$ cat config.mk
export PLATFORM = sky130hd
export DESIGN_NAME = nes_composite_pixel_encoder
export DESIGN_NICKNAME = d
export VERILOG_FILES = /design/src/design/ncpe_pkg.sv /design/src/design/ncpe_wave_sum.sv /design/src/design/nes_composite_pixel_encoder.sv
export SDC_FILE = /design/constraint.sdc
export NUM_CORES = 1
export LEC_CHECK = 0
export ABC_AREA = 1
export BUFFER_PORTS_ARGS = -buffer_cell sky130_fd_sc_hd__buf_4
export CORE_UTILIZATION = 59
export CTS_BUF_LIST = sky130_fd_sc_hd__clkbuf_2 sky130_fd_sc_hd__clkbuf_4 sky130_fd_sc_hd__clkbuf_8
export DETAILED_ROUTE_END_ITERATION = 10
export MAX_ROUTING_LAYER = met4
export PLACE_DENSITY = 0.8
export SYNTH_ARGS = -nofsm -noshare
export SYNTH_HDL_FRONTEND = slang
export SYNTH_SLANG_ARGS = --single-unit
$ cat constraint.sdc
create_clock -name i_clk -period 8.6 [get_ports i_clk]
set_input_delay 0.86 -clock i_clk [delete_from_list [all_inputs] [get_ports i_clk]]
set_output_delay 0.86 -clock i_clk [all_outputs]
set_load 0.01 [all_outputs]
$ cat src/design/ncpe_pkg.sv
// shared constants, register codes and the per-sample square wave function
// for the composite pixel encoder; no dependencies
package ncpe_pkg;

    localparam int PIX_W      = 9;
    localparam int PHASE_W    = 4;
    localparam int SAMPLE_W   = 12;
    localparam int IRE_W      = 14;
    localparam int GAIN_W     = 9;
    localparam int PROD_W     = 15;
    localparam int LEVEL_W    = 8;
    localparam int ADDR_W     = 4;
    localparam int DATA_W     = 32;

    localparam logic [PHASE_W-1:0] PHASES     = 4'd12;
    localparam logic [PHASE_W-1:0] PHASE_STEP = 4'd3;

    localparam logic [3:0] HUE_ALWAYS_HI = 4'h0;
    localparam logic [3:0] HUE_ALWAYS_LO = 4'hd;
    localparam logic [3:0] HUE_BLANK     = 4'he;

    localparam logic signed [SAMPLE_W-1:0] BRI_STEP    = 12'sd300;
    localparam logic signed [SAMPLE_W-1:0] HI_OFFSET   = 12'sd410;
    localparam logic signed [SAMPLE_W-1:0] LO_OFFSET   = 12'sd300;
    localparam logic signed [SAMPLE_W-1:0] LEVEL_CLAMP = 12'sd1024;

    // gain = floor(peak * contrast / 100) via reciprocal multiply
    localparam int                GAIN_DIV   = 100;
    localparam int                GAIN_SHIFT = 21;
    localparam logic [PROD_W-1:0] GAIN_RECIP = PROD_W'(((1 << GAIN_SHIFT) + GAIN_DIV - 1)
                                                      / GAIN_DIV);
    localparam int                OUT_SHIFT  = 12;

    localparam logic signed [LEVEL_W-1:0] LEVEL_MAX = 8'sd127;
    localparam logic signed [LEVEL_W-1:0] LEVEL_MIN = -8'sd128;

    localparam logic [7:0]        RST_OFFSET   = 8'd0;
    localparam logic [7:0]        RST_CONTRAST = 8'd100;
    localparam logic [6:0]        RST_PEDESTAL = 7'd0;
    localparam logic [6:0]        RST_PEAK     = 7'd100;
    localparam logic [GAIN_W-1:0] RST_GAIN     = 9'd100;
    localparam logic [PROD_W-1:0] RST_PROD     = 15'd10000;

    typedef enum logic [1:0] {
        REG_OFFSET   = 2'd0,
        REG_CONTRAST = 2'd1,
        REG_PEDESTAL = 2'd2,
        REG_PEAK     = 2'd3
    } t_reg_idx;

    // emphasis bits (pixel 8:6) that are active at a given half phase
    function automatic logic [2:0] emph_mask(input logic [2:0] idx);
        logic [2:0] m;
        case (idx)
            3'd0:    m = 3'b011;
            3'd1:    m = 3'b001;
            3'd2:    m = 3'b101;
            3'd3:    m = 3'b100;
            3'd4:    m = 3'b110;
            3'd5:    m = 3'b010;
            default: m = 3'b000;
        endcase
        return m;
    endfunction

    // one square wave sample at phase ph (0..14, not wrapped)
    function automatic logic signed [SAMPLE_W-1:0] wave_sample(
        input logic [PIX_W-1:0]   pix,
        input logic [PHASE_W-1:0] ph
    );
        logic [3:0]                 hue;
        logic [4:0]                 hp;
        logic [3:0]                 hm;
        logic [2:0]                 ei;
        logic                       high;
        logic signed [SAMPLE_W-1:0] bx;
        logic signed [SAMPLE_W-1:0] v;
        logic signed [SAMPLE_W-1:0] r;
        hue = pix[3:0];
        hp  = {1'b0, hue} + {1'b0, ph};
        if (hp >= 5'd24) begin
            hm = 4'(hp - 5'd24);
        end else if (hp >= 5'd12) begin
            hm = 4'(hp - 5'd12);
        end else begin
            hm = hp[3:0];
        end
        if (hue == HUE_ALWAYS_HI) begin
            high = 1'b1;
        end else if (hue == HUE_ALWAYS_LO) begin
            high = 1'b0;
        end else begin
            high = (hm < 4'd6);
        end
        bx = $signed({10'd0, pix[5:4]}) * BRI_STEP;
        v  = high ? (bx + HI_OFFSET) : (bx - LO_OFFSET);
        if (v > LEVEL_CLAMP) begin
            v = LEVEL_CLAMP;
        end
        ei = ph[3:1];
        if (ei >= 3'd6) begin
            ei = ei - 3'd6;
        end
        if ((pix[8:6] & emph_mask(ei)) != 3'b000) begin
            r = (v >>> 1) + (v >>> 2);
        end else begin
            r = v;
        end
        if (hue >= HUE_BLANK) begin
            r = '0;
        end
        return r;
    endfunction

endpackage

$ cat src/design/ncpe_wave_sum.sv
// sum of the four square wave samples of one pixel at phase+0..3
// depends on ncpe_pkg
module ncpe_wave_sum
    import ncpe_pkg::*;
(
    input  logic [PIX_W-1:0]          i_pixel,
    input  logic [PHASE_W-1:0]        i_phase,
    output logic signed [IRE_W-1:0]   o_sum
);

    logic signed [SAMPLE_W-1:0] smp [4];

    always_comb begin
        for (int k = 0; k < 4; k++) begin
            smp[k] = wave_sample(i_pixel, i_phase + PHASE_W'(k));
        end
    end

    assign o_sum = IRE_W'(smp[0]) + IRE_W'(smp[1]) + IRE_W'(smp[2]) + IRE_W'(smp[3]);

endmodule

$ cat src/design/nes_composite_pixel_encoder.sv
// composite level encoder for nes palette pixels: top level with config regs
// one level word per cycle while neither i_stall nor o_stall holds the pipe;
// registers in order: input reg, sample sum reg, gain multiply into the output reg
// o_stall also rises after a config write and holds while the gain recomputes
// synchronous active-low reset: chroma phase 0, registers to defaults, pipe empty
// depends on ncpe_pkg and ncpe_wave_sum
module nes_composite_pixel_encoder
    import ncpe_pkg::*;
(
    input  logic                       i_clk,
    input  logic                       i_rst_n,
    input  logic                       i_valid,
    output logic                       o_stall,
    input  logic [PIX_W-1:0]           i_pixel,
    input  logic                       i_line_start,
    input  logic [PHASE_W-1:0]         i_line_phase,
    output logic                       o_valid,
    input  logic                       i_stall,
    output logic signed [LEVEL_W-1:0]  o_level,
    input  logic                       psel,
    input  logic                       penable,
    input  logic                       pwrite,
    input  logic [ADDR_W-1:0]          paddr,
    input  logic [DATA_W-1:0]          pwdata,
    output logic [DATA_W-1:0]          prdata,
    output logic                       pready
);

    // config registers and derived gain
    logic signed [7:0]   r_offset;
    logic [7:0]          r_contrast;
    logic [6:0]          r_pedestal;
    logic [6:0]          r_peak;
    logic [PROD_W-1:0]   r_prod;
    logic [GAIN_W-1:0]   r_gain;
    logic [1:0]          r_hold;
    logic                cfg_wr;
    t_reg_idx            cfg_idx;
    logic [2*PROD_W-1:0] gain_full;

    // pipeline
    logic                      r_in_vld;
    logic [PIX_W-1:0]          r_pix;
    logic [PHASE_W-1:0]        r_phase_cur;
    logic [PHASE_W-1:0]        r_phase;
    logic                      r_ire_vld;
    logic signed [IRE_W-1:0]   r_ire;
    logic                      r_out_vld;
    logic signed [LEVEL_W-1:0] r_level;

    logic                      out_free;
    logic                      s2_free;
    logic                      in_free;
    logic                      accept;
    logic [PHASE_W-1:0]        load_phase;
    logic [PHASE_W-1:0]        cur_phase;
    logic [PHASE_W-1:0]        step_phase;
    logic [PHASE_W-1:0]        n_phase;
    logic signed [IRE_W-1:0]   wave_sum;
    logic signed [IRE_W-1:0]   n_ire;
    logic signed [IRE_W+GAIN_W:0] prod;
    logic signed [IRE_W+GAIN_W-OUT_SHIFT:0] scaled;
    logic signed [LEVEL_W-1:0] n_level;

    assign pready  = 1'b1;
    assign cfg_wr  = psel && penable && pwrite;
    assign cfg_idx = t_reg_idx'(paddr[3:2]);

    always_ff @(posedge i_clk) begin
        if (!i_rst_n) begin
            r_offset   <= RST_OFFSET;
            r_contrast <= RST_CONTRAST;
            r_pedestal <= RST_PEDESTAL;
            r_peak     <= RST_PEAK;
        end else if (cfg_wr) begin
            case (cfg_idx)
                REG_OFFSET:   r_offset   <= $signed(pwdata[7:0]);
                REG_CONTRAST: r_contrast <= pwdata[7:0];
                REG_PEDESTAL: r_pedestal <= pwdata[6:0];
                REG_PEAK:     r_peak     <= pwdata[6:0];
                default: ;
            endcase
        end
    end

    always_comb begin
        case (cfg_idx)
            REG_OFFSET:   prdata = DATA_W'(r_offset);
            REG_CONTRAST: prdata = DATA_W'(r_contrast);
            REG_PEDESTAL: prdata = DATA_W'(r_pedestal);
            REG_PEAK:     prdata = DATA_W'(r_peak);
            default:      prdata = '0;
        endcase
    end

    // gain in two registered steps: product, then divide by 100 via reciprocal
    assign gain_full = r_prod * GAIN_RECIP;

    always_ff @(posedge i_clk) begin
        if (!i_rst_n) begin
            r_prod <= RST_PROD;
            r_gain <= RST_GAIN;
            r_hold <= 2'd0;
        end else begin
            r_prod <= PROD_W'(r_peak * r_contrast);
            r_gain <= gain_full[GAIN_SHIFT +: GAIN_W];
            if (cfg_wr) begin
                r_hold <= 2'd2;
            end else if (r_hold != 2'd0) begin
                r_hold <= r_hold - 2'd1;
            end
        end
    end

    // handshake chain
    assign out_free = !r_out_vld || !i_stall;
    assign s2_free  = !r_ire_vld || out_free;
    assign in_free  = !r_in_vld || s2_free;
    assign o_stall  = !in_free || (r_hold != 2'd0);
    assign accept   = i_valid && !o_stall;

    // chroma phase bookkeeping at acceptance
    always_comb begin
        load_phase = (i_line_phase >= PHASES) ? i_line_phase - PHASES : i_line_phase;
        cur_phase  = i_line_start ? load_phase : r_phase;
        step_phase = cur_phase + PHASE_STEP;
        n_phase    = (step_phase >= PHASES) ? step_phase - PHASES : step_phase;
    end

    always_ff @(posedge i_clk) begin
        if (!i_rst_n) begin
            r_phase  <= '0;
            r_in_vld <= 1'b0;
        end else begin
            if (accept) begin
                r_phase <= n_phase;
            end
            if (in_free) begin
                r_in_vld <= accept;
            end
        end
    end

    always_ff @(posedge i_clk) begin
        if (accept) begin
            r_pix       <= i_pixel;
            r_phase_cur <= cur_phase;
        end
    end

    ncpe_wave_sum u_wave_sum (
        .i_pixel (r_pix),
        .i_phase (r_phase_cur),
        .o_sum   (wave_sum)
    );

    assign n_ire = wave_sum + $signed({{(IRE_W-7){1'b0}}, r_pedestal})
                 + IRE_W'(r_offset);

    always_ff @(posedge i_clk) begin
        if (!i_rst_n) begin
            r_ire_vld <= 1'b0;
        end else if (s2_free) begin
            r_ire_vld <= r_in_vld;
        end
    end

    always_ff @(posedge i_clk) begin
        if (s2_free && r_in_vld) begin
            r_ire <= n_ire;
        end
    end

    // scale, floor shift, saturate
    always_comb begin
        prod   = r_ire * $signed({1'b0, r_gain});
        scaled = prod[IRE_W+GAIN_W:OUT_SHIFT];
        if (scaled > (IRE_W+GAIN_W-OUT_SHIFT+1)'(LEVEL_MAX)) begin
            n_level = LEVEL_MAX;
        end else if (scaled < (IRE_W+GAIN_W-OUT_SHIFT+1)'(LEVEL_MIN)) begin
            n_level = LEVEL_MIN;
        end else begin
            n_level = scaled[LEVEL_W-1:0];
        end
    end

    always_ff @(posedge i_clk) begin
        if (!i_rst_n) begin
            r_out_vld <= 1'b0;
        end else if (out_free) begin
            r_out_vld <= r_ire_vld;
        end
    end

    always_ff @(posedge i_clk) begin
        if (out_free && r_ire_vld) begin
            r_level <= n_level;
        end
    end

    assign o_valid = r_out_vld;
    assign o_level = r_level;

endmodule

==> impl_results.md <==
* Outcome: finished clean
* Hold endpoint: r_hold[0]$_SDFFE_PP0P_
* Worst Setup Start Kind: flip-flop
* Achievable frequency at between 0.1 and 0.15 GHz
* Clock Tree Root: clkbuf_8
* Prevailing post-synth register cell: dfxtp_1
* Max clock buf depth at 2
* Antenna violations before repair at 0
* Slowest cell on the critical path: fa_1
* Hold Buf Count CTS at 0
* Hold Vio Cnt, Final at 0
* Fin nets at 3291
* WS Path Type: flip-flop to flip-flop
* Skew final at about 22 ps
* Ant diodes at 0
* Worst-Skew Late Latency at 440 ps
* Hold crit path type: flip-flop to flip-flop
* Share of the synthesized area in the top cell type at 25.94%
* Area leader, netlist: fa_1
* Total Routed Length at slightly below 50000 µm
* Area of the multi-input gates at about 15000 µm²
* Largest net degree at the start of global routing at 53
* Tot GR Track Use at between 20% and 30%
* CTS tree: done
* Critical path buffer and inverter count at 13
* Row count at 66
* Final period utilization at between 90% and 100%
* Num CTS Buffers at 9
* R2R Path End: r_ire[12]$_DFFE_PP_
* Remaining DRCs at 0
* RSZ-0062 raised after global routing: true
* Yosys warns at 0
* CP max FO at 4
* Die width at approximately 190 µm
* Vias per inst at ~5.4
* Share of cells above drive strength 1 at about 12%
* Mean Syn Cell Area at 7.583 µm²
* Dpl hpwl at approximately 38000 µm
* Via count at 16850
* Die Span Y at about 190 µm
* Syn-to-layout area delta at 10.59%
* Routed WL per cell at around 15 µm
* Final min period at around 8600 ps
* First-pass GRT wire length at around 76000 µm
* Endpoint type of the worst setup path: flip-flop
* Initial drt markers at 1134
* Fillers at between 2000 and 3000
* Worst slew margin at between 10% and 20%
* Final Cell Area at about 22000 µm²
* IO Pins at 100
* Register clock-pin slew on the reported worst setup and hold paths at about 100 ps
* Reg-to-reg startpoint: r_phase_cur[1]$_DFFE_PP_
* Final setup fails at 0
* DP Area at just over 20000 µm²
* Cell Area, Synth at approximately 20000 µm²
* WHS Path Cells at 1
* Critical Path RT at 8790 ps
* Async SR Flop Fraction at 0%
* FF/Latch Area at roughly 2300 µm²
* CTS HTree Levels at 3
* Mapped Cells at roughly 2600
* First-pass iteration count of the detailed router at 6
* Most used cell, CP: nand2_2
* Core area at around 33000 µm²
* Worst Hold Launch: r_hold[0]$_SDFFE_PP0P_
* Count leader, synth: inv_1
* Port bufs at 72
* Reg2reg setup slack at 30 ps
* Synthesized flop and latch total at a little under 100
* Final Core Density at between 60% and 70%
* Post-synthesis sequential area ratio at around an eighth
* MaxCap Viol Count at 0
* Vias in the first global route at between 15000 and 20000
* Total grt overflow at 0
* Setup tns final at 0 ps
* Worst slew pin tran at 1255 ps
* Ranking of synthesized cells by area: fa_1 (26%), ha_1 (18%), inv_1 (13%), nand2_1 (9.4%), dfxtp_1 (6.4%)
* Number of enable flip-flop cells after synthesis at 35
* Reg2Reg Depth at 58
* CTS Sinks at 98
* Full die area at 34350 µm²
* Synth top cells by count: inv_1 (661), nand2_1 (497), ha_1 (285), fa_1 (257), nor2_1 (146)
* CP delay by family, top: adder cells
* Final Max Slew Viols at 0
* Worst endpoint data arrival time at 8760 ps
* Final ANT Viol Nets at 0
* Initial Utilization at 60.49%
* Synth unique cells at 57
* GPL Wtd Cong at around 1
* Syn nets at around 3200
* Slowest stage delay, CP at between 500 and 600 ps
## metrics by stage
step	hold slack (ps)	cells	setup WS [ps]
after detailed placement	440.9	3084	-269.7
final	453.0	3139	32.84
after global placement	429.1	3084	128.2
after floorplan	420.4	2615	238.5
after global routing	486.5	3139	-387.9
after CTS	456.0	3112	0.9948
## timing repair
| action | 4_1_cts | 5_1_grt |
|---|---|---|
| pin swaps | 9 | 67 |
| buffers inserted | 12 | 27 |
| endpoints found under the hold margin | 0 | 0 |
| setup endpoints to repair | 3 | 6 |
| resized for setup | 16 | 123 |
## cell usage in the layout, fill, tap and decap left out, types with 6 or more instances in the layout
cell type,netlist,routed
a211oi_1,7,7
a21oi_1,139,124
a21oi_2,1,11
buf_4,25,144
clkbuf_8,0,11
dfxtp_1,63,63
edfxtp_1,35,35
fa_1,257,254
ha_1,285,263
ha_4,0,19
inv_1,661,645
inv_2,15,25
inv_4,0,6
nand2_1,497,485
nand2_2,16,27
nand2_4,6,7
nand3_1,107,97
nand3_2,5,13
nand4_1,14,14
nor2_1,146,136
nor2_2,5,9
nor2_4,1,7
nor3_1,19,18
o211ai_1,12,12
o21a_1,6,6
o21ai_0,114,109
o21ai_1,8,11
o21ai_2,4,6
o21bai_1,9,9
or2_2,7,7
xnor2_1,17,15
xor2_1,30,27
## cells by family (layout without fill, tap and decap cells)
family / count (synthesis) / in the layout / share of synthesized area [%]
other: 1 / 1 / 0.01891
AND/OR/NAND/NOR: 839 / 839 / 17.94
AO/OA/AOI/OAI: 325 / 325 / 9.162
buffers and inverters: 759 / 841 / 14.92
flip-flops: 98 / 98 / 11.66
XOR/XNOR: 50 / 50 / 2.322
adder cells (fa/ha/maj): 542 / 542 / 43.93
multiplexers: 1 / 1 / 0.05048
## state kept, by name, summed over array words and instances, names as in the netlist
register and flops:
r_phase_cur 4, r_offset 8, r_ire 14, r_pedestal 7, r_peak 7, r_gain 9
o_valid 1, r_phase 4, r_ire_vld 1, r_pix 9, r_prod 15, o_level 8
r_in_vld 1, r_contrast 8, r_hold 2
## how the worst max path moves through the flow
stage | slack (ps) | endpoint | from | cells after the start
after floorplan | 240 | r_ire[12]$_DFFE_PP_ | r_phase_cur[1]$_DFFE_PP_ | 55
after global placement | 130 | r_ire[12]$_DFFE_PP_ | r_phase_cur[1]$_DFFE_PP_ | 56
final | 30 | r_ire[12]$_DFFE_PP_ | r_phase_cur[1]$_DFFE_PP_ | 58
after CTS | 1 | r_ire[12]$_DFFE_PP_ | r_phase_cur[1]$_DFFE_PP_ | 58
after global routing | -390 | r_ire[12]$_DFFE_PP_ | r_phase_cur[1]$_DFFE_PP_ | 58
after detailed placement | -270 | r_ire[12]$_DFFE_PP_ | r_phase_cur[1]$_DFFE_PP_ | 55
## routing by layer
metal	part of all wire, %	GRT usage [%]	vias to the layer above
met5	0	-	-
met4	3.6	11.80	0
met3	5.6	4.660	122
met2	50	48.34	525
met1	41	34.29	8062
li1	-	-	8140
## final cells by class
| type | instances | area share (%) |
|---|---|---|
| Clock buffer | 11 | 0.6903 |
| Inverter | 678 | 11.67 |
| Timing Repair Buffer | 147 | 5.083 |
| Tap cell | 442 | 2.522 |
| Sequential cell | 98 | 10.54 |
| Clock inverter | 5 | 0.3081 |
| Multi-Input combinational cell | 1758 | 69.18 |
Power is left out: the tool's default activity adds up to more than one toggle a clock period on the data nets, which glitch-free logic cannot reach.
